## config.mk

```make
export PLATFORM = sky130hd
export DESIGN_NAME = ascii_integer_parser_core
export DESIGN_NICKNAME = d
export VERILOG_FILES = /design/src/aip_pkg.sv /design/src/ascii_integer_parser_core.sv /design/src/aip_front.sv /design/src/aip_queue.sv /design/src/aip_back.sv
export SDC_FILE = /design/constraint.sdc
export NUM_CORES = 1
export LEC_CHECK = 0
export BUFFER_PORTS_ARGS = -buffer_cell sky130_fd_sc_hd__buf_2
export CAP_MARGIN = 20
export CORE_ASPECT_RATIO = 0.5
export CORE_MARGIN = 5
export CORE_UTILIZATION = 47
export CTS_CLUSTER_SIZE = 14
export DETAILED_ROUTE_END_ITERATION = 12
export GPL_ROUTABILITY_DRIVEN = 0
export PLACE_DENSITY = 0.7
export SLEW_MARGIN = 20
export SYNTH_ARGS = -nofsm -noshare
export SYNTH_HDL_FRONTEND = slang
export SYNTH_HIERARCHICAL = 1
export SYNTH_SLANG_ARGS = --single-unit
```

## constraint.sdc

```tcl
create_clock -name clk -period 4.2 [get_ports clk]
set_clock_uncertainty 0.15 [all_clocks]
set_input_delay 0.21 -clock clk [delete_from_list [all_inputs] [get_ports clk]]
set_output_delay 0.21 -clock clk [all_outputs]
set_load 0.1 [all_outputs]
```

## src/aip_pkg.sv

```systemverilog
// Shared types and constants for the ASCII integer parser.
// Used by every module of the block; depends on nothing else.
`default_nettype none

package aip_pkg;

  // Defaults for the top-level parameters.
  localparam int MAX_LEN_DEF    = 255;
  localparam int VALUE_BITS_DEF = 32;

  // Depth of the queue between classifier and parsers.
  localparam int QUEUE_DEPTH = 2;

  // Fixed port widths.
  localparam int CHAR_W   = 8;
  localparam int VALUE_W  = 32;
  localparam int OFFSET_W = 8;
  localparam int MODE_W   = 2;

  // Radix mode register codes.
  localparam logic [MODE_W-1:0] MODE_AUTO  = 2'd0;
  localparam logic [MODE_W-1:0] MODE_DEC   = 2'd1;
  localparam logic [MODE_W-1:0] MODE_HEX   = 2'd2;
  localparam logic [MODE_W-1:0] MODE_RESET = MODE_DEC;

  // Classification of one character, as handed from front to back.
  typedef struct packed {
    logic       term;       // zero byte, ends the string
    logic       blank;      // space, tab, LF, VT, FF, CR
    logic       dec_digit;  // '0'..'9'
    logic       hex_digit;  // '0'..'9', 'a'..'f', 'A'..'F'
    logic       zero;       // '0'
    logic       plus;       // '+'
    logic       minus;      // '-'
    logic       ex;         // 'x' or 'X'
    logic [3:0] nib;        // digit value when dec_digit or hex_digit
  } char_class_t;

endpackage

`default_nettype wire

```

## src/ascii_integer_parser_core.sv

```systemverilog
// ASCII integer parser, strtol style, one character per input word.
//
// Input channel (in_valid / in_stall / in_char_code): one character per word.
// A zero byte ends the string and produces exactly one output word holding
// the parsed value (two's complement, wrapped to VALUE_BITS and sign-extended
// to 32 bits) and the offset where parsing stopped (saturated at MAX_LEN).
// Output channel (out_valid / out_stall / out_parsed_value / out_stop_offset).
// cfg_wr_en / cfg_wr_data write radix_mode: 0 auto, 1 decimal, 2 hex. Write it
// only while no string is in flight.
//
// Throughput is one character per cycle while in_stall is low, set by the
// parser update in the back end. out_valid rises once the accepted zero byte
// has passed through the two-entry classify queue and loaded the output
// register. A stalled result is held in the output register
// while characters keep flowing into the parsers; the next zero byte waits
// in the queue, and in_stall rises once the queue is full. At reset the queue
// and parsers clear, in_stall is high, out_valid drops and radix_mode returns
// to decimal.
// Depends on aip_pkg, aip_front, aip_queue and aip_back.
`default_nettype none

module ascii_integer_parser_core #(
  parameter int MAX_LEN    = aip_pkg::MAX_LEN_DEF,
  parameter int VALUE_BITS = aip_pkg::VALUE_BITS_DEF
) (
  input  wire logic                           clk,
  input  wire logic                           rst_n,
  input  wire logic                           cfg_wr_en,
  input  wire logic [aip_pkg::MODE_W-1:0]     cfg_wr_data,
  input  wire logic                           in_valid,
  output logic                                in_stall,
  input  wire logic [aip_pkg::CHAR_W-1:0]     in_char_code,
  output logic                                out_valid,
  input  wire logic                           out_stall,
  output logic signed [aip_pkg::VALUE_W-1:0]  out_parsed_value,
  output logic [aip_pkg::OFFSET_W-1:0]        out_stop_offset
);

  logic [aip_pkg::MODE_W-1:0] radix_mode_r;
  logic                       q_full;
  logic                       q_push;
  aip_pkg::char_class_t       q_push_class;
  logic                       q_valid;
  aip_pkg::char_class_t       q_class;
  logic                       q_pop;

  always_ff @(posedge clk) begin
    if (!rst_n) begin
      radix_mode_r <= aip_pkg::MODE_RESET;
    end else if (cfg_wr_en) begin
      radix_mode_r <= cfg_wr_data;
    end
  end

  aip_front u_front (
    .rst_n        (rst_n),
    .in_valid     (in_valid),
    .in_char_code (in_char_code),
    .in_stall     (in_stall),
    .q_full       (q_full),
    .q_push       (q_push),
    .q_push_class (q_push_class)
  );

  aip_queue u_queue (
    .clk        (clk),
    .rst_n      (rst_n),
    .push       (q_push),
    .push_class (q_push_class),
    .full       (q_full),
    .pop_valid  (q_valid),
    .pop_class  (q_class),
    .pop        (q_pop)
  );

  aip_back #(
    .MAX_LEN    (MAX_LEN),
    .VALUE_BITS (VALUE_BITS)
  ) u_back (
    .clk              (clk),
    .rst_n            (rst_n),
    .radix_mode       (radix_mode_r),
    .q_valid          (q_valid),
    .q_class          (q_class),
    .q_pop            (q_pop),
    .out_valid        (out_valid),
    .out_parsed_value (out_parsed_value),
    .out_stop_offset  (out_stop_offset),
    .out_stall        (out_stall)
  );

endmodule

`default_nettype wire

```

## src/aip_front.sv

```systemverilog
// Front end of the ASCII integer parser: accepts input words and classifies
// each character for the parsers. Depends on aip_pkg.
`default_nettype none

module aip_front (
  input  wire logic                         rst_n,
  input  wire logic                         in_valid,
  input  wire logic [aip_pkg::CHAR_W-1:0]   in_char_code,
  output logic                              in_stall,
  input  wire logic                         q_full,
  output logic                              q_push,
  output aip_pkg::char_class_t              q_push_class
);

  localparam logic [aip_pkg::CHAR_W-1:0] CH_NUL   = 8'h00;
  localparam logic [aip_pkg::CHAR_W-1:0] CH_TAB   = 8'h09;
  localparam logic [aip_pkg::CHAR_W-1:0] CH_CR    = 8'h0D;
  localparam logic [aip_pkg::CHAR_W-1:0] CH_SPACE = 8'h20;
  localparam logic [aip_pkg::CHAR_W-1:0] CH_PLUS  = 8'h2B;
  localparam logic [aip_pkg::CHAR_W-1:0] CH_MINUS = 8'h2D;
  localparam logic [aip_pkg::CHAR_W-1:0] CH_0     = 8'h30;
  localparam logic [aip_pkg::CHAR_W-1:0] CH_9     = 8'h39;
  localparam logic [aip_pkg::CHAR_W-1:0] CH_UA    = 8'h41;
  localparam logic [aip_pkg::CHAR_W-1:0] CH_UF    = 8'h46;
  localparam logic [aip_pkg::CHAR_W-1:0] CH_UX    = 8'h58;
  localparam logic [aip_pkg::CHAR_W-1:0] CH_LA    = 8'h61;
  localparam logic [aip_pkg::CHAR_W-1:0] CH_LF    = 8'h66;
  localparam logic [aip_pkg::CHAR_W-1:0] CH_LX    = 8'h78;

  logic [aip_pkg::CHAR_W-1:0] c;
  logic                       is_dec;
  logic                       is_upper;
  logic                       is_lower;
  logic [aip_pkg::CHAR_W-1:0] nib_full;

  assign c        = in_char_code;
  assign is_dec   = (c >= CH_0)  && (c <= CH_9);
  assign is_upper = (c >= CH_UA) && (c <= CH_UF);
  assign is_lower = (c >= CH_LA) && (c <= CH_LF);

  // Letters map to 10..15 by subtracting 'A' or 'a' and adding 10; digits by subtracting '0'.
  always_comb begin
    if (is_dec) begin
      nib_full = c - CH_0;
    end else if (is_upper) begin
      nib_full = c - CH_UA + 8'd10;
    end else begin
      nib_full = c - CH_LA + 8'd10;
    end
  end

  always_comb begin
    q_push_class.term      = (c == CH_NUL);
    q_push_class.blank     = (c == CH_SPACE) || ((c >= CH_TAB) && (c <= CH_CR));
    q_push_class.dec_digit = is_dec;
    q_push_class.hex_digit = is_dec || is_upper || is_lower;
    q_push_class.zero      = (c == CH_0);
    q_push_class.plus      = (c == CH_PLUS);
    q_push_class.minus     = (c == CH_MINUS);
    q_push_class.ex        = (c == CH_LX) || (c == CH_UX);
    q_push_class.nib       = nib_full[3:0];
  end

  // The queue is the front's storage; a word is taken whenever it has room and reset is released.
  assign in_stall = q_full || !rst_n;
  assign q_push   = in_valid && !in_stall;

endmodule

`default_nettype wire

```

## src/aip_queue.sv

```systemverilog
// Short FIFO of classified characters between the front end and the parsers.
// Depends on aip_pkg for the entry type and depth.
`default_nettype none

module aip_queue (
  input  wire logic                 clk,
  input  wire logic                 rst_n,
  input  wire logic                 push,
  input  wire aip_pkg::char_class_t push_class,
  output logic                      full,
  output logic                      pop_valid,
  output aip_pkg::char_class_t      pop_class,
  input  wire logic                 pop
);

  localparam int DEPTH = aip_pkg::QUEUE_DEPTH;
  localparam int PTR_W = (DEPTH > 1) ? $clog2(DEPTH) : 1;
  localparam int CNT_W = $clog2(DEPTH + 1);

  aip_pkg::char_class_t entries_r [DEPTH];
  logic [PTR_W-1:0]     wr_ptr_r, wr_ptr_nxt;
  logic [PTR_W-1:0]     rd_ptr_r, rd_ptr_nxt;
  logic [CNT_W-1:0]     count_r, count_nxt;
  logic                 do_push, do_pop;

  assign full      = (count_r == CNT_W'(DEPTH));
  assign pop_valid = (count_r != '0);
  assign pop_class = entries_r[rd_ptr_r];
  assign do_push   = push && !full;
  assign do_pop    = pop && pop_valid;

  always_comb begin
    wr_ptr_nxt = wr_ptr_r;
    rd_ptr_nxt = rd_ptr_r;
    count_nxt  = count_r;
    if (do_push) begin
      wr_ptr_nxt = (wr_ptr_r == PTR_W'(DEPTH - 1)) ? '0 : wr_ptr_r + 1'b1;
    end
    if (do_pop) begin
      rd_ptr_nxt = (rd_ptr_r == PTR_W'(DEPTH - 1)) ? '0 : rd_ptr_r + 1'b1;
    end
    if (do_push && !do_pop) begin
      count_nxt = count_r + 1'b1;
    end else if (do_pop && !do_push) begin
      count_nxt = count_r - 1'b1;
    end
  end

  always_ff @(posedge clk) begin
    if (!rst_n) begin
      wr_ptr_r <= '0;
      rd_ptr_r <= '0;
      count_r  <= '0;
    end else begin
      wr_ptr_r <= wr_ptr_nxt;
      rd_ptr_r <= rd_ptr_nxt;
      count_r  <= count_nxt;
    end
  end

  always_ff @(posedge clk) begin
    if (do_push) begin
      entries_r[wr_ptr_r] <= push_class;
    end
  end

endmodule

`default_nettype wire

```

## src/aip_back.sv

```systemverilog
// Back end of the ASCII integer parser: decimal and hex parsers that run side
// by side, result selection at the zero byte, and the output register.
// Depends on aip_pkg.
`default_nettype none

module aip_back #(
  parameter int MAX_LEN    = aip_pkg::MAX_LEN_DEF,
  parameter int VALUE_BITS = aip_pkg::VALUE_BITS_DEF
) (
  input  wire logic                           clk,
  input  wire logic                           rst_n,
  input  wire logic [aip_pkg::MODE_W-1:0]     radix_mode,
  input  wire logic                           q_valid,
  input  wire aip_pkg::char_class_t           q_class,
  output logic                                q_pop,
  output logic                                out_valid,
  output logic signed [aip_pkg::VALUE_W-1:0]  out_parsed_value,
  output logic [aip_pkg::OFFSET_W-1:0]        out_stop_offset,
  input  wire logic                           out_stall
);

  localparam int POS_W = $clog2(MAX_LEN + 1);
  localparam int VB    = VALUE_BITS;
  localparam int OV_W  = aip_pkg::VALUE_W;
  localparam int OO_W  = aip_pkg::OFFSET_W;

  localparam logic [1:0] SIGN_NONE  = 2'd0;
  localparam logic [1:0] SIGN_MINUS = 2'd1;
  localparam logic [1:0] SIGN_PLUS  = 2'd2;

  typedef enum logic [1:0] {
    PH_NONE,
    PH_ZERO,
    PH_PREFIX,
    PH_DIGITS
  } hex_phase_t;

  logic [POS_W-1:0] pos_r, pos_nxt;
  logic [1:0]       dec_sign_r, dec_sign_nxt;
  logic             dec_seen_r, dec_seen_nxt;
  logic             dec_halted_r, dec_halted_nxt;
  logic [VB-1:0]    dec_acc_r, dec_acc_nxt;
  logic [POS_W-1:0] dec_stop_r, dec_stop_nxt;
  logic [1:0]       hex_sign_r, hex_sign_nxt;
  hex_phase_t       hex_phase_r, hex_phase_nxt;
  logic             hex_halted_r, hex_halted_nxt;
  logic [VB-1:0]    hex_acc_r, hex_acc_nxt;
  logic [POS_W-1:0] hex_stop_r, hex_stop_nxt;

  logic                   out_valid_r, out_valid_nxt;
  logic [OV_W-1:0]        out_value_r, out_value_nxt;
  logic [OO_W-1:0]        out_offset_r, out_offset_nxt;

  logic             out_free;
  logic             take_char;
  logic             take_term;
  logic             dec_fresh, hex_fresh;
  logic [VB-1:0]    dec_val, hex_val, sel_val;
  logic [POS_W-1:0] dec_off, hex_off, sel_off;
  logic [OV_W+VB-1:0]   val_ext;
  logic [OO_W+POS_W-1:0] off_ext;

  assign out_free  = !out_valid_r || !out_stall;
  assign q_pop     = q_valid && (!q_class.term || out_free);
  assign take_char = q_pop && !q_class.term;
  assign take_term = q_pop && q_class.term;

  assign dec_fresh = !dec_seen_r && (dec_sign_r == SIGN_NONE);
  assign hex_fresh = (hex_phase_r == PH_NONE) && (hex_sign_r == SIGN_NONE);

  // Answers of the two parsers as they stand at the zero byte.
  always_comb begin
    dec_val = (dec_sign_r == SIGN_MINUS) ? ('0 - dec_acc_r) : dec_acc_r;
    dec_off = dec_halted_r ? dec_stop_r : pos_r;
    if ((dec_sign_r != SIGN_NONE) && !dec_seen_r) begin
      dec_off = '0;
    end
    hex_val = (hex_sign_r == SIGN_MINUS) ? ('0 - hex_acc_r) : hex_acc_r;
    hex_off = hex_halted_r ? hex_stop_r : pos_r;
    if ((hex_phase_r == PH_PREFIX) ||
        ((hex_sign_r != SIGN_NONE) && (hex_phase_r == PH_NONE))) begin
      hex_off = '0;
    end
    unique case (radix_mode)
      aip_pkg::MODE_DEC: begin
        sel_val = dec_val;
        sel_off = dec_off;
      end
      aip_pkg::MODE_HEX: begin
        sel_val = hex_val;
        sel_off = hex_off;
      end
      aip_pkg::MODE_AUTO: begin
        // A negated magnitude is zero only when the magnitude is.
        if (dec_acc_r != '0) begin
          sel_val = dec_val;
          sel_off = dec_off;
        end else begin
          sel_val = hex_val;
          sel_off = hex_off;
        end
      end
      default: begin
        sel_val = '0;
        sel_off = '0;
      end
    endcase
  end

  assign val_ext = {{OV_W{sel_val[VB-1]}}, sel_val};
  assign off_ext = {{OO_W{1'b0}}, sel_off};

  always_comb begin
    pos_nxt        = pos_r;
    dec_sign_nxt   = dec_sign_r;
    dec_seen_nxt   = dec_seen_r;
    dec_halted_nxt = dec_halted_r;
    dec_acc_nxt    = dec_acc_r;
    dec_stop_nxt   = dec_stop_r;
    hex_sign_nxt   = hex_sign_r;
    hex_phase_nxt  = hex_phase_r;
    hex_halted_nxt = hex_halted_r;
    hex_acc_nxt    = hex_acc_r;
    hex_stop_nxt   = hex_stop_r;

    if (take_char) begin
      if (pos_r < POS_W'(MAX_LEN)) begin
        pos_nxt = pos_r + 1'b1;
      end

      if (!dec_halted_r && !(dec_fresh && q_class.blank)) begin
        if (q_class.dec_digit) begin
          dec_seen_nxt = 1'b1;
          dec_acc_nxt  = {dec_acc_r[VB-4:0], 3'b000} + {dec_acc_r[VB-2:0], 1'b0}
                         + VB'(q_class.nib);
        end else if (dec_fresh && q_class.plus) begin
          dec_sign_nxt = SIGN_PLUS;
        end else if (dec_fresh && q_class.minus) begin
          dec_sign_nxt = SIGN_MINUS;
        end else begin
          dec_halted_nxt = 1'b1;
          dec_stop_nxt   = pos_r;
        end
      end

      if (!hex_halted_r && !(hex_fresh && q_class.blank)) begin
        if (q_class.hex_digit) begin
          if ((hex_phase_r == PH_NONE) && q_class.zero) begin
            hex_phase_nxt = PH_ZERO;
          end else begin
            hex_phase_nxt = PH_DIGITS;
            hex_acc_nxt   = {hex_acc_r[VB-5:0], q_class.nib};
          end
        end else if (hex_fresh && q_class.plus) begin
          hex_sign_nxt = SIGN_PLUS;
        end else if (hex_fresh && q_class.minus) begin
          hex_sign_nxt = SIGN_MINUS;
        end else if ((hex_phase_r == PH_ZERO) && q_class.ex) begin
          hex_phase_nxt = PH_PREFIX;
        end else begin
          hex_halted_nxt = 1'b1;
          hex_stop_nxt   = pos_r;
        end
      end
    end else if (take_term) begin
      pos_nxt        = '0;
      dec_sign_nxt   = SIGN_NONE;
      dec_seen_nxt   = 1'b0;
      dec_halted_nxt = 1'b0;
      dec_acc_nxt    = '0;
      dec_stop_nxt   = '0;
      hex_sign_nxt   = SIGN_NONE;
      hex_phase_nxt  = PH_NONE;
      hex_halted_nxt = 1'b0;
      hex_acc_nxt    = '0;
      hex_stop_nxt   = '0;
    end
  end

  // Output register: loaded by a zero byte, held while the receiver stalls.
  always_comb begin
    out_valid_nxt  = out_valid_r;
    out_value_nxt  = out_value_r;
    out_offset_nxt = out_offset_r;
    if (take_term) begin
      out_valid_nxt  = 1'b1;
      out_value_nxt  = val_ext[OV_W-1:0];
      out_offset_nxt = off_ext[OO_W-1:0];
    end else if (!out_stall) begin
      out_valid_nxt = 1'b0;
    end
  end

  always_ff @(posedge clk) begin
    if (!rst_n) begin
      pos_r        <= '0;
      dec_sign_r   <= SIGN_NONE;
      dec_seen_r   <= 1'b0;
      dec_halted_r <= 1'b0;
      dec_acc_r    <= '0;
      dec_stop_r   <= '0;
      hex_sign_r   <= SIGN_NONE;
      hex_phase_r  <= PH_NONE;
      hex_halted_r <= 1'b0;
      hex_acc_r    <= '0;
      hex_stop_r   <= '0;
      out_valid_r  <= 1'b0;
    end else begin
      pos_r        <= pos_nxt;
      dec_sign_r   <= dec_sign_nxt;
      dec_seen_r   <= dec_seen_nxt;
      dec_halted_r <= dec_halted_nxt;
      dec_acc_r    <= dec_acc_nxt;
      dec_stop_r   <= dec_stop_nxt;
      hex_sign_r   <= hex_sign_nxt;
      hex_phase_r  <= hex_phase_nxt;
      hex_halted_r <= hex_halted_nxt;
      hex_acc_r    <= hex_acc_nxt;
      hex_stop_r   <= hex_stop_nxt;
      out_valid_r  <= out_valid_nxt;
    end
  end

  always_ff @(posedge clk) begin
    out_value_r  <= out_value_nxt;
    out_offset_r <= out_offset_nxt;
  end

  assign out_valid        = out_valid_r;
  assign out_parsed_value = out_value_r;
  assign out_stop_offset  = out_offset_r;

endmodule

`default_nettype wire
```

After elaboration in Yosys (flattened, before gate mapping)
Memories as Yosys holds them, arrays and structs flattened. A register that Yosys moved wholly into a read port is not among the register bits.
Index checks and enable logic that the tools add are counted.
- $add $sub $neg: 14
- $lt $le $gt $ge: 9
- eq/ne operators: 32
- mux-type cells: 77
- reductions and logical operators: 66
- operators by type and width (operator ; number):
    $mux 32 ; 11
    $mux 8 ; 19
    $pmux 32 s3 ; 1
    $sub 1x32->32 const A ; 2
    $mux 2 ; 20
    $add 32x32->32 ; 1
    $add 32x4->32 ; 1
    $eq 8x6->1 const B ; 4
    $reduce_bool 32->1 ; 1
    $logic_and 1x1->1 ; 26
    $ne 2x2->1 const B ; 13
    $pmux 8 s3 ; 1
    $mux 1 ; 23
    $eq 8x7->1 const B ; 2
    $ge 8x7->1 const B ; 2
    $le 8x7->1 const B ; 2
    $ne 3x3->1 const B ; 5
    $logic_not 1->1 ; 13
    $reduce_and 4->1 ; 3
    $sub 4x1->4 const B ; 3
    $reduce_and 5->1 ; 2
    $reduce_bool 2->1 ; 5
    $add 4x4->4 const B ; 2
    $add 8x1->8 const B ; 1
    other kinds (18) ; 35
- register bits after elaboration: 144
- bits in writable memories: 24
- output and inout port bits: 42
- word-level logic and storage cells: 217
- memories kept: 1
- memory list (memory ; depth ; bits a word ; rd ports ; clocked after Yosys merged registers in ; write ports ; line ; source):
    u_queue.entries_r ; 2 ; 12 ; 1 ; 1 ; 1 ; aip_queue.sv:20 ; aip_pkg::char_class_t entries_r [DEPTH];

Logic depth before layout (Yosys ltp)
Gate-level depths: netlist of the first run.
- depth after elaboration: 9
- mapped depth: 14
- depth with buffers taken out: 13

Modules after synthesis
The synthesis of the first run kept the hierarchy.
- modules (own cells, without submodules) (module ; times used ; cells each ; area each (um2) ; seq. area each (um2)):
    aip_back ; 1 ; 988 ; 8598.2 ; 3163.0
    aip_queue ; 1 ; 62 ; 1097.3 ; 820.8
    aip_front ; 1 ; 51 ; 365.4 ; 0.0
    ascii_integer_parser_core ; 1 ; 6 ; 70.1 ; 40.0

Worst setup path after synthesis of the first run
Ideal clock, no wire load.
- path type: register to register
- from: register with a tool-made name
- to: register u_back.dec_acc_r[20]
- arrival: 3.206 ns
- required time: 3.976 ns
- slack: 0.769 ns
- cell stages (with the launch flop): 14
- path buffers: 1
- path through: dfxtp_1 -> buf_2 -> mux2_2 -> inv_1 -> fa_1 -> inv_1 -> fa_1 -> a211oi_1 -> o21ai_0 -> nand2_1 -> o311ai_0 -> a21boi_0 -> xor2_1 -> o21ai_0
- RTL lines (element ; line ; source):
    to (signal assigned) ; aip_back.sv:213 ; dec_acc_r <= dec_acc_nxt;
    to (decl) ; aip_back.sv:42 ; logic [VB-1:0] dec_acc_r, dec_acc_nxt;

==> flow_summary_export.csv, run 1 <==
group,metric,value,unit
global_route,gr-max-usage-layer,"met2",
route,viasPerCell,5.83,
timing,finalMaxSlewViolations,0,
global_route,grt_overflow,0,
logic_synthesis,synthTopCellsByCount,"a21oi_1, nand2_1, dfxtp_1",
timing,slew_headroom,29.6,%
logic_synthesis,synth_most_common_cell,"a21oi_1",
logic_synthesis,async_flop_share,0,%
global_route,use_met2,34.1,%
floorplanning,row_count,38,
hold_path,hold_end,"u_queue/entries_r[1][1]$_DFFE_PP_",
critical_path,critPathCaptureType,"register",
hold_path,worstHoldStart,"in_char_code[1]",
route,drc,0,
timing,hold_slack,0.0339,ns
clock_tree,cts.sinks,169,
logic_synthesis,synth.distinct_cells,82,
logic_synthesis,synthFlopType,"dfxtp_1",
logic_synthesis,yosysSeqAreaShare,39.7,%
logic_synthesis,ys_ff_latch,169,
floorplanning,dieHeight,114,um
clock_tree,cts_tree,"built",
logic_synthesis,synth_top_area_share,20.7,%
finish,layout-drive-gt1-share,12.5,%
timing,hold_violations,0,
job,maxCapViolations,0,
logic_synthesis,yosys.area_share.adder,8.55,%
timing,period_share,90.6,%
clock_tree,cts_setup_buffers,0,
timing,rsz0062_at_grt,"no",
logic_synthesis,synth_top_family_by_area,"compound AO/OA/AOI/OAI gates",
timing,tns,0,ns
route,wl_per_cell,16.8,um
clock_tree,htree_levels,4,
critical_path,path_class,"reg2reg",
clock_tree,clk_pin_slew_worst_paths,0.07,ns
floorplanning,coreArea,0.0214,mm^2
global_route,grt_max_degree,72,
placement,port_buffers,56,
timing,finalSetupViolations,0,
hold_path,hold_path.class,"in2reg",
critical_path,critPathLaunchType,"register",
logic_synthesis,synthXorXnorAreaFrac,8.30,%
logic_synthesis,synthMuxAreaShare,3.58,%
logic_synthesis,ys_warn_count,6,
logic_synthesis,netlist_top_cells_area,"dfxtp_1, edfxtp_1, ha_1",
clock_tree,cts_buffers,17,
power,leakage,4.31,nW
logic_synthesis,synth_compound_area_share,19.5,%
critical_path,ff2ff_setup_slack,0.40,ns
critical_path,critPathRequiredTime,4.35,ns
finish,nets,1231,
logic_synthesis,syn_avg_cell_area,9.15,um^2
timing,max_slew.worst_pin.slew,1.05,ns
logic_synthesis,syn_area,0.0101,mm^2
route,first_iter_violations,745,
timing,fmax,263,MHz
route,num_vias,8519,
critical_path,cp_max_fo,10,
clock_tree,postCtsHoldBufs,8,
clock_tree,clk-insertion-delay-late,0.44,ns
logic_synthesis,yosysTopAreaCell,"dfxtp_1",
run_status,status,"finished, final reports clean",
floorplanning,ioPinCount,57,
hold_path,hold_depth,2,
clock_tree,clk_path_buf_depth,2,
global_route,grt_first_pass_wirelength,40500,um
logic_synthesis,syn_nets,1190,
finish,antenna_cells,0,
floorplanning,initial_core_util,47.2,%
route,drtAntennaViolNets,0,
route,drt-pass1-iter-count,7,
floorplanning,die_w,218,um
clock_tree,cts_resized,0,
global_route,grt_use_met1,25.2,%
power,peakVddDrop,278,uV
global_route,use_met3,4.30,%
timing,period_needed,3.80,ns
global_route,grt_pass1_vias,8170,
logic_synthesis,synth_edf_count,64,
critical_path,r2r_end,"u_back/dec_acc_r[30]$_SDFFE_PN0P_",
global_route,antenna_found_initial,0,
placement,hpwl,17600,um
route,wl,24600,um
logic_synthesis,synthSimpleGateAreaFrac,16.9,%
critical_path,r2r_cells,13,
logic_synthesis,syn_inst,1107,
finish,area_growth,11.8,%
global_route,gr-usage-all-layers,20.0,%
floorplanning,fp.dieArea,0.0248,mm^2
clock_tree,cts-root-buf,"clkbuf_16",
power,power_density,504,mW/mm^2
critical_path,worst_ep_arrival_time,3.96,ns
==> cells by family after synthesis <==
| kind of cell | Yosys count |
|---|---|
| multiplexers | 34 |
| AND/OR/NAND/NOR | 343 |
| XOR/XNOR | 96 |
| AO/OA/AOI/OAI | 316 |
| adder cells (fa/ha/maj) | 68 |
| flip-flops | 169 |
| buffers and inverters | 81 |
==> final cells by class <==
class                   count  area [um^2]
well taps                 300          375
flip-flops and latches    169         4020
fillers                  1940        10100
clock inverters            11         98.8
multi-input cells         857         5780
repair buffers             79          473
clock buffers              21          493
inverters                  24         90.1
==> power by group <==
group          internal (mW)  switching [mW]  total [mW]
Clock                  0.860           0.700        1.56
Sequential              1.91           0.101        2.01
Combinational          0.456            1.69        2.14
Total                   3.23            2.49        5.71
==> critical path, cell delays in order, from the launching register on <==
cell and delay, ns:
dfxtp_1 0.36, buf_4 0.20, mux2_2 0.36, ha_1 0.20, ha_1 0.21, fa_1 0.44, a211oi_1 0.33, o21ai_0 0.30
a31oi_1 0.20, o21ai_0 0.18, a21oi_1 0.34, o21ai_0 0.18, xnor2_1 0.14, o21ai_0 0.08
==> worst max-delay path by stage <==
stage,cells after the start,slack [ns],start,endpoint
floorplan,13,0.77,register,u_back/dec_acc_r[20]$_SDFFE_PN0P_
global placement,13,0.56,register,u_back/dec_acc_r[30]$_SDFFE_PN0P_
detailed placement,13,0.44,register,u_back/dec_acc_r[30]$_SDFFE_PN0P_
CTS,13,0.41,register,u_back/dec_acc_r[30]$_SDFFE_PN0P_
global route,12,0.13,register,u_back/dec_acc_r[20]$_SDFFE_PN0P_
finish,13,0.40,register,u_back/dec_acc_r[30]$_SDFFE_PN0P_
==> sequential cells by signal, summed over array words and instances (netlist names), named ones only <==
name	flops
u_back/dec_acc_r	32
u_back/hex_acc_r	32
u_back/out_parsed_value	32
u_queue/entries_r	24
u_back/dec_stop_r	8
u_back/hex_stop_r	8
u_back/out_stop_offset	8
u_back/pos_r	8
radix_mode_r	2
u_back/dec_sign_r	2
u_back/hex_phase_r	2
u_back/hex_sign_r	2
u_queue/count_r	2
u_back/dec_halted_r	1
u_back/dec_seen_r	1
u_back/hex_halted_r	1
u_back/out_valid	1
u_queue/rd_ptr_r	1
u_queue/wr_ptr_r	1
==> metal layers <==
layer / wire length, um / up-vias
met5: 0 / -
met4: 647 / 0
met3: 1330 / 48
met2: 11800 / 254
met1: 10800 / 4062
li1: - / 4155
==> metrics by stage <==
stage,worst slack (ns),cells,area [um^2],utilization (%),power (mW)
floorplan,0.769,1107,10100,-,3.72
global placement,0.557,1421,10700,49.7,4.13
detailed placement,0.439,1421,10700,49.7,4.17
CTS,0.415,1461,11300,52.8,5.74
global route,0.129,1461,11300,52.8,5.97
finish,0.396,1461,11300,52.8,5.71
==> layout by cell type (no fill, tap or decap), types with 9 or more instances in the layout <==
cell type	instances
nor3_1	16
a21oi_1	114
mux2_2	13
edfxtp_1	64
o21ai_0	57
clkbuf_16	19
ha_1	66
nand2_1	112
buf_2	56
inv_1	21
a31oi_1	11
xnor2_1	44
o22ai_1	40
dfxtp_1	105
a21o_1	12
nand3_1	69
buf_4	15
mux2i_1	19
o31ai_1	9
xor2_1	52
nor2_1	68
nand2b_1	13
No activity file was read; power rests on OpenSTA's default activity.
==> run 2, diff against run 1 <==
--- a/config.mk
+++ b/config.mk
@@ -17,5 +17,4 @@
 export SLEW_MARGIN = 20
 export SYNTH_ARGS = -nofsm -noshare
 export SYNTH_HDL_FRONTEND = slang
-export SYNTH_HIERARCHICAL = 1
 export SYNTH_SLANG_ARGS = --single-unit
==> flow_summary_export.csv, run 2 <==
group,metric,value,unit
global_route,grt_pass1_vias,8145,
timing,fmax,280,MHz
logic_synthesis,synth_most_common_cell,"dfxtp_1",
route,num_vias,8652,
timing,rsz0062_at_grt,"no",
clock_tree,cts_setup_buffers,0,
route,viasPerCell,5.85,
route,drt-pass1-iter-count,5,
route,drc,0,
logic_synthesis,ys_warn_count,0,
finish,layout-drive-gt1-share,11.4,%
hold_path,hold_path.class,"in2reg",
global_route,grt_overflow,0,
global_route,use_met2,33.5,%
floorplanning,dieHeight,115,um
job,maxCapViolations,0,
timing,period_share,85.1,%
logic_synthesis,yosysTopAreaCell,"dfxtp_1",
clock_tree,cts_resized,0,
global_route,grt_use_met1,29.0,%
route,wl_per_cell,18.1,um
floorplanning,ioPinCount,57,
finish,antenna_cells,0,
floorplanning,initial_core_util,47.9,%
logic_synthesis,async_flop_share,0,%
logic_synthesis,ys_ff_latch,169,
logic_synthesis,synthFlopType,"dfxtp_1",
timing,hold_violations,0,
logic_synthesis,syn_area,0.0104,mm^2
global_route,antenna_found_initial,0,
clock_tree,cts_buffers,17,
timing,tns,0,ns
clock_tree,clk-insertion-delay-late,0.44,ns
global_route,use_met3,5.13,%
clock_tree,postCtsHoldBufs,8,
finish,layout_common_cells,"dfxtp_1, a21oi_1, nand2_1",
global_route,gr-usage-all-layers,21.0,%
route,wl,26800,um
logic_synthesis,syn_nets,1216,
finish,area_growth,11.0,%
critical_path,path_class,"reg2reg",
logic_synthesis,yosysSeqAreaShare,38.5,%
floorplanning,coreArea,0.0218,mm^2
clock_tree,cts.sinks,169,
floorplanning,row_count,38,
global_route,grt_first_pass_wirelength,42400,um
logic_synthesis,synth_edf_count,64,
clock_tree,clk_pin_slew_worst_paths,0.07,ns
critical_path,cp_max_fo,13,
critical_path,critPathRequiredTime,4.35,ns
timing,max_slew.worst_pin.slew,1.06,ns
clock_tree,htree_levels,4,
route,drtAntennaViolNets,0,
clock_tree,cts-root-buf,"clkbuf_16",
critical_path,critPathLaunchType,"register",
timing,finalMaxSlewViolations,0,
global_route,gr-max-usage-layer,"met2",
timing,finalSetupViolations,0,
finish,nFillCells,1966,
finish,final_common_cell,"dfxtp_1",
power,peakVddDrop,389,uV
global_route,grt_max_degree,80,
timing,period_needed,3.58,ns
placement,place_inst,1440,
power,leakage,4.53,nW
placement,hpwl,19000,um
power,power_density,492,mW/mm^2
logic_synthesis,synth.distinct_cells,82,
logic_synthesis,syn_avg_cell_area,9.21,um^2
clock_tree,cts_tree,"built",
critical_path,critPathCaptureType,"register",
critical_path,worst_ep_arrival_time,3.72,ns
floorplanning,die_w,221,um
finish,layoutNonFillerInstCount,1480,
logic_synthesis,syn_inst,1134,
timing,slew_headroom,29.4,%
logic_synthesis,synth_top_area_share,20.1,%
floorplanning,fp.dieArea,0.0255,mm^2
clock_tree,clk_path_buf_depth,2,
run_status,status,"finished, final reports clean",
placement,port_buffers,56,
finish,nets,1249,
logic_synthesis,synthTopCellsByCount,"dfxtp_1, a21oi_1, nand2_1",
logic_synthesis,netlist_top_cells_area,"dfxtp_1, edfxtp_1, ha_1",
route,first_iter_violations,619,
-- run 2: routing by layer --
metal	wire length [um]	vias to the layer above
met3	1600	29
met2	12100	240
li1	-	4185
met4	334	0
met5	0	-
met1	12700	4198
-- run 2: cell type report --
type,count,area [um^2],area share (%)
Multi-Input combinational cell,877,6060,52.3
Tap cell,300,375,3.24
Clock buffer,19,464,4.01
Clock inverter,13,115,0.993
Timing Repair Buffer,76,450,3.89
Inverter,26,97.6,0.842
Sequential cell,169,4020,34.7
-- run 2: worst max-delay path, cell delays in order, from the launching register on --
cell      delay [ns]
dfxtp_1         0.35
buf_4           0.23
mux2_2          0.38
ha_1            0.28
ha_1            0.23
a21oi_1         0.26
o211ai_2        0.18
a21oi_1         0.39
o41ai_2         0.13
buf_4           0.17
a31oi_1         0.39
xor2_1          0.19
o21ai_0         0.09
-- run 2: where the power goes --
part / switching [mW] / total [mW] / internal [mW]
logic: 1.65 / 2.12 / 0.472
registers: 0.137 / 2.04 / 1.90
clock network: 0.681 / 1.55 / 0.867
-- run 2: logic make-up after synthesis --
group / after synthesis / share of synthesized area (%)
simple gates: 382 / 19.7
compound gates: 285 / 17.5
fa+ha+maj: 67 / 8.17
xor+xnor: 94 / 7.89
mux: 49 / 4.78
buf+inv: 88 / 3.45
flops: 169 / 38.5
-- run 2: path summary, 6_finish.rpt --
check                                     start                           endpoint  slack [ns]  cells after the start
setup / recovery                       register  u_back.dec_acc_r[23]$_SDFFE_PN0P_        0.62                     12
setup reg to reg                       register  u_back.dec_acc_r[23]$_SDFFE_PN0P_        0.62                     12
hold reg to reg   u_back.out_valid$_SDFFE_PN0P_      u_back.out_valid$_SDFFE_PN0P_        0.34                      2
hold / removal                  in_char_code[0]  u_queue.entries_r[1][0]$_DFFE_PP_        0.02                      2
-- run 2: per-stage QoR --
step / util, % / worst slack [ns] / total power, mW / hold WS (ns) / area (um^2)
2_1_floorplan: - / 0.719 / 3.71 / 0.186 / 10400
3_3_place_gp: 50.2 / 0.802 / 4.14 / 0.281 / 10900
3_5_place_dp: 50.2 / 0.713 / 4.17 / 0.291 / 10900
4_1_cts: 53.2 / 0.658 / 5.72 / 0.00795 / 11600
5_1_grt: 53.2 / 0.432 / 5.93 / 0.0186 / 11600
6_report: 53.2 / 0.625 / 5.71 / 0.0189 / 11600
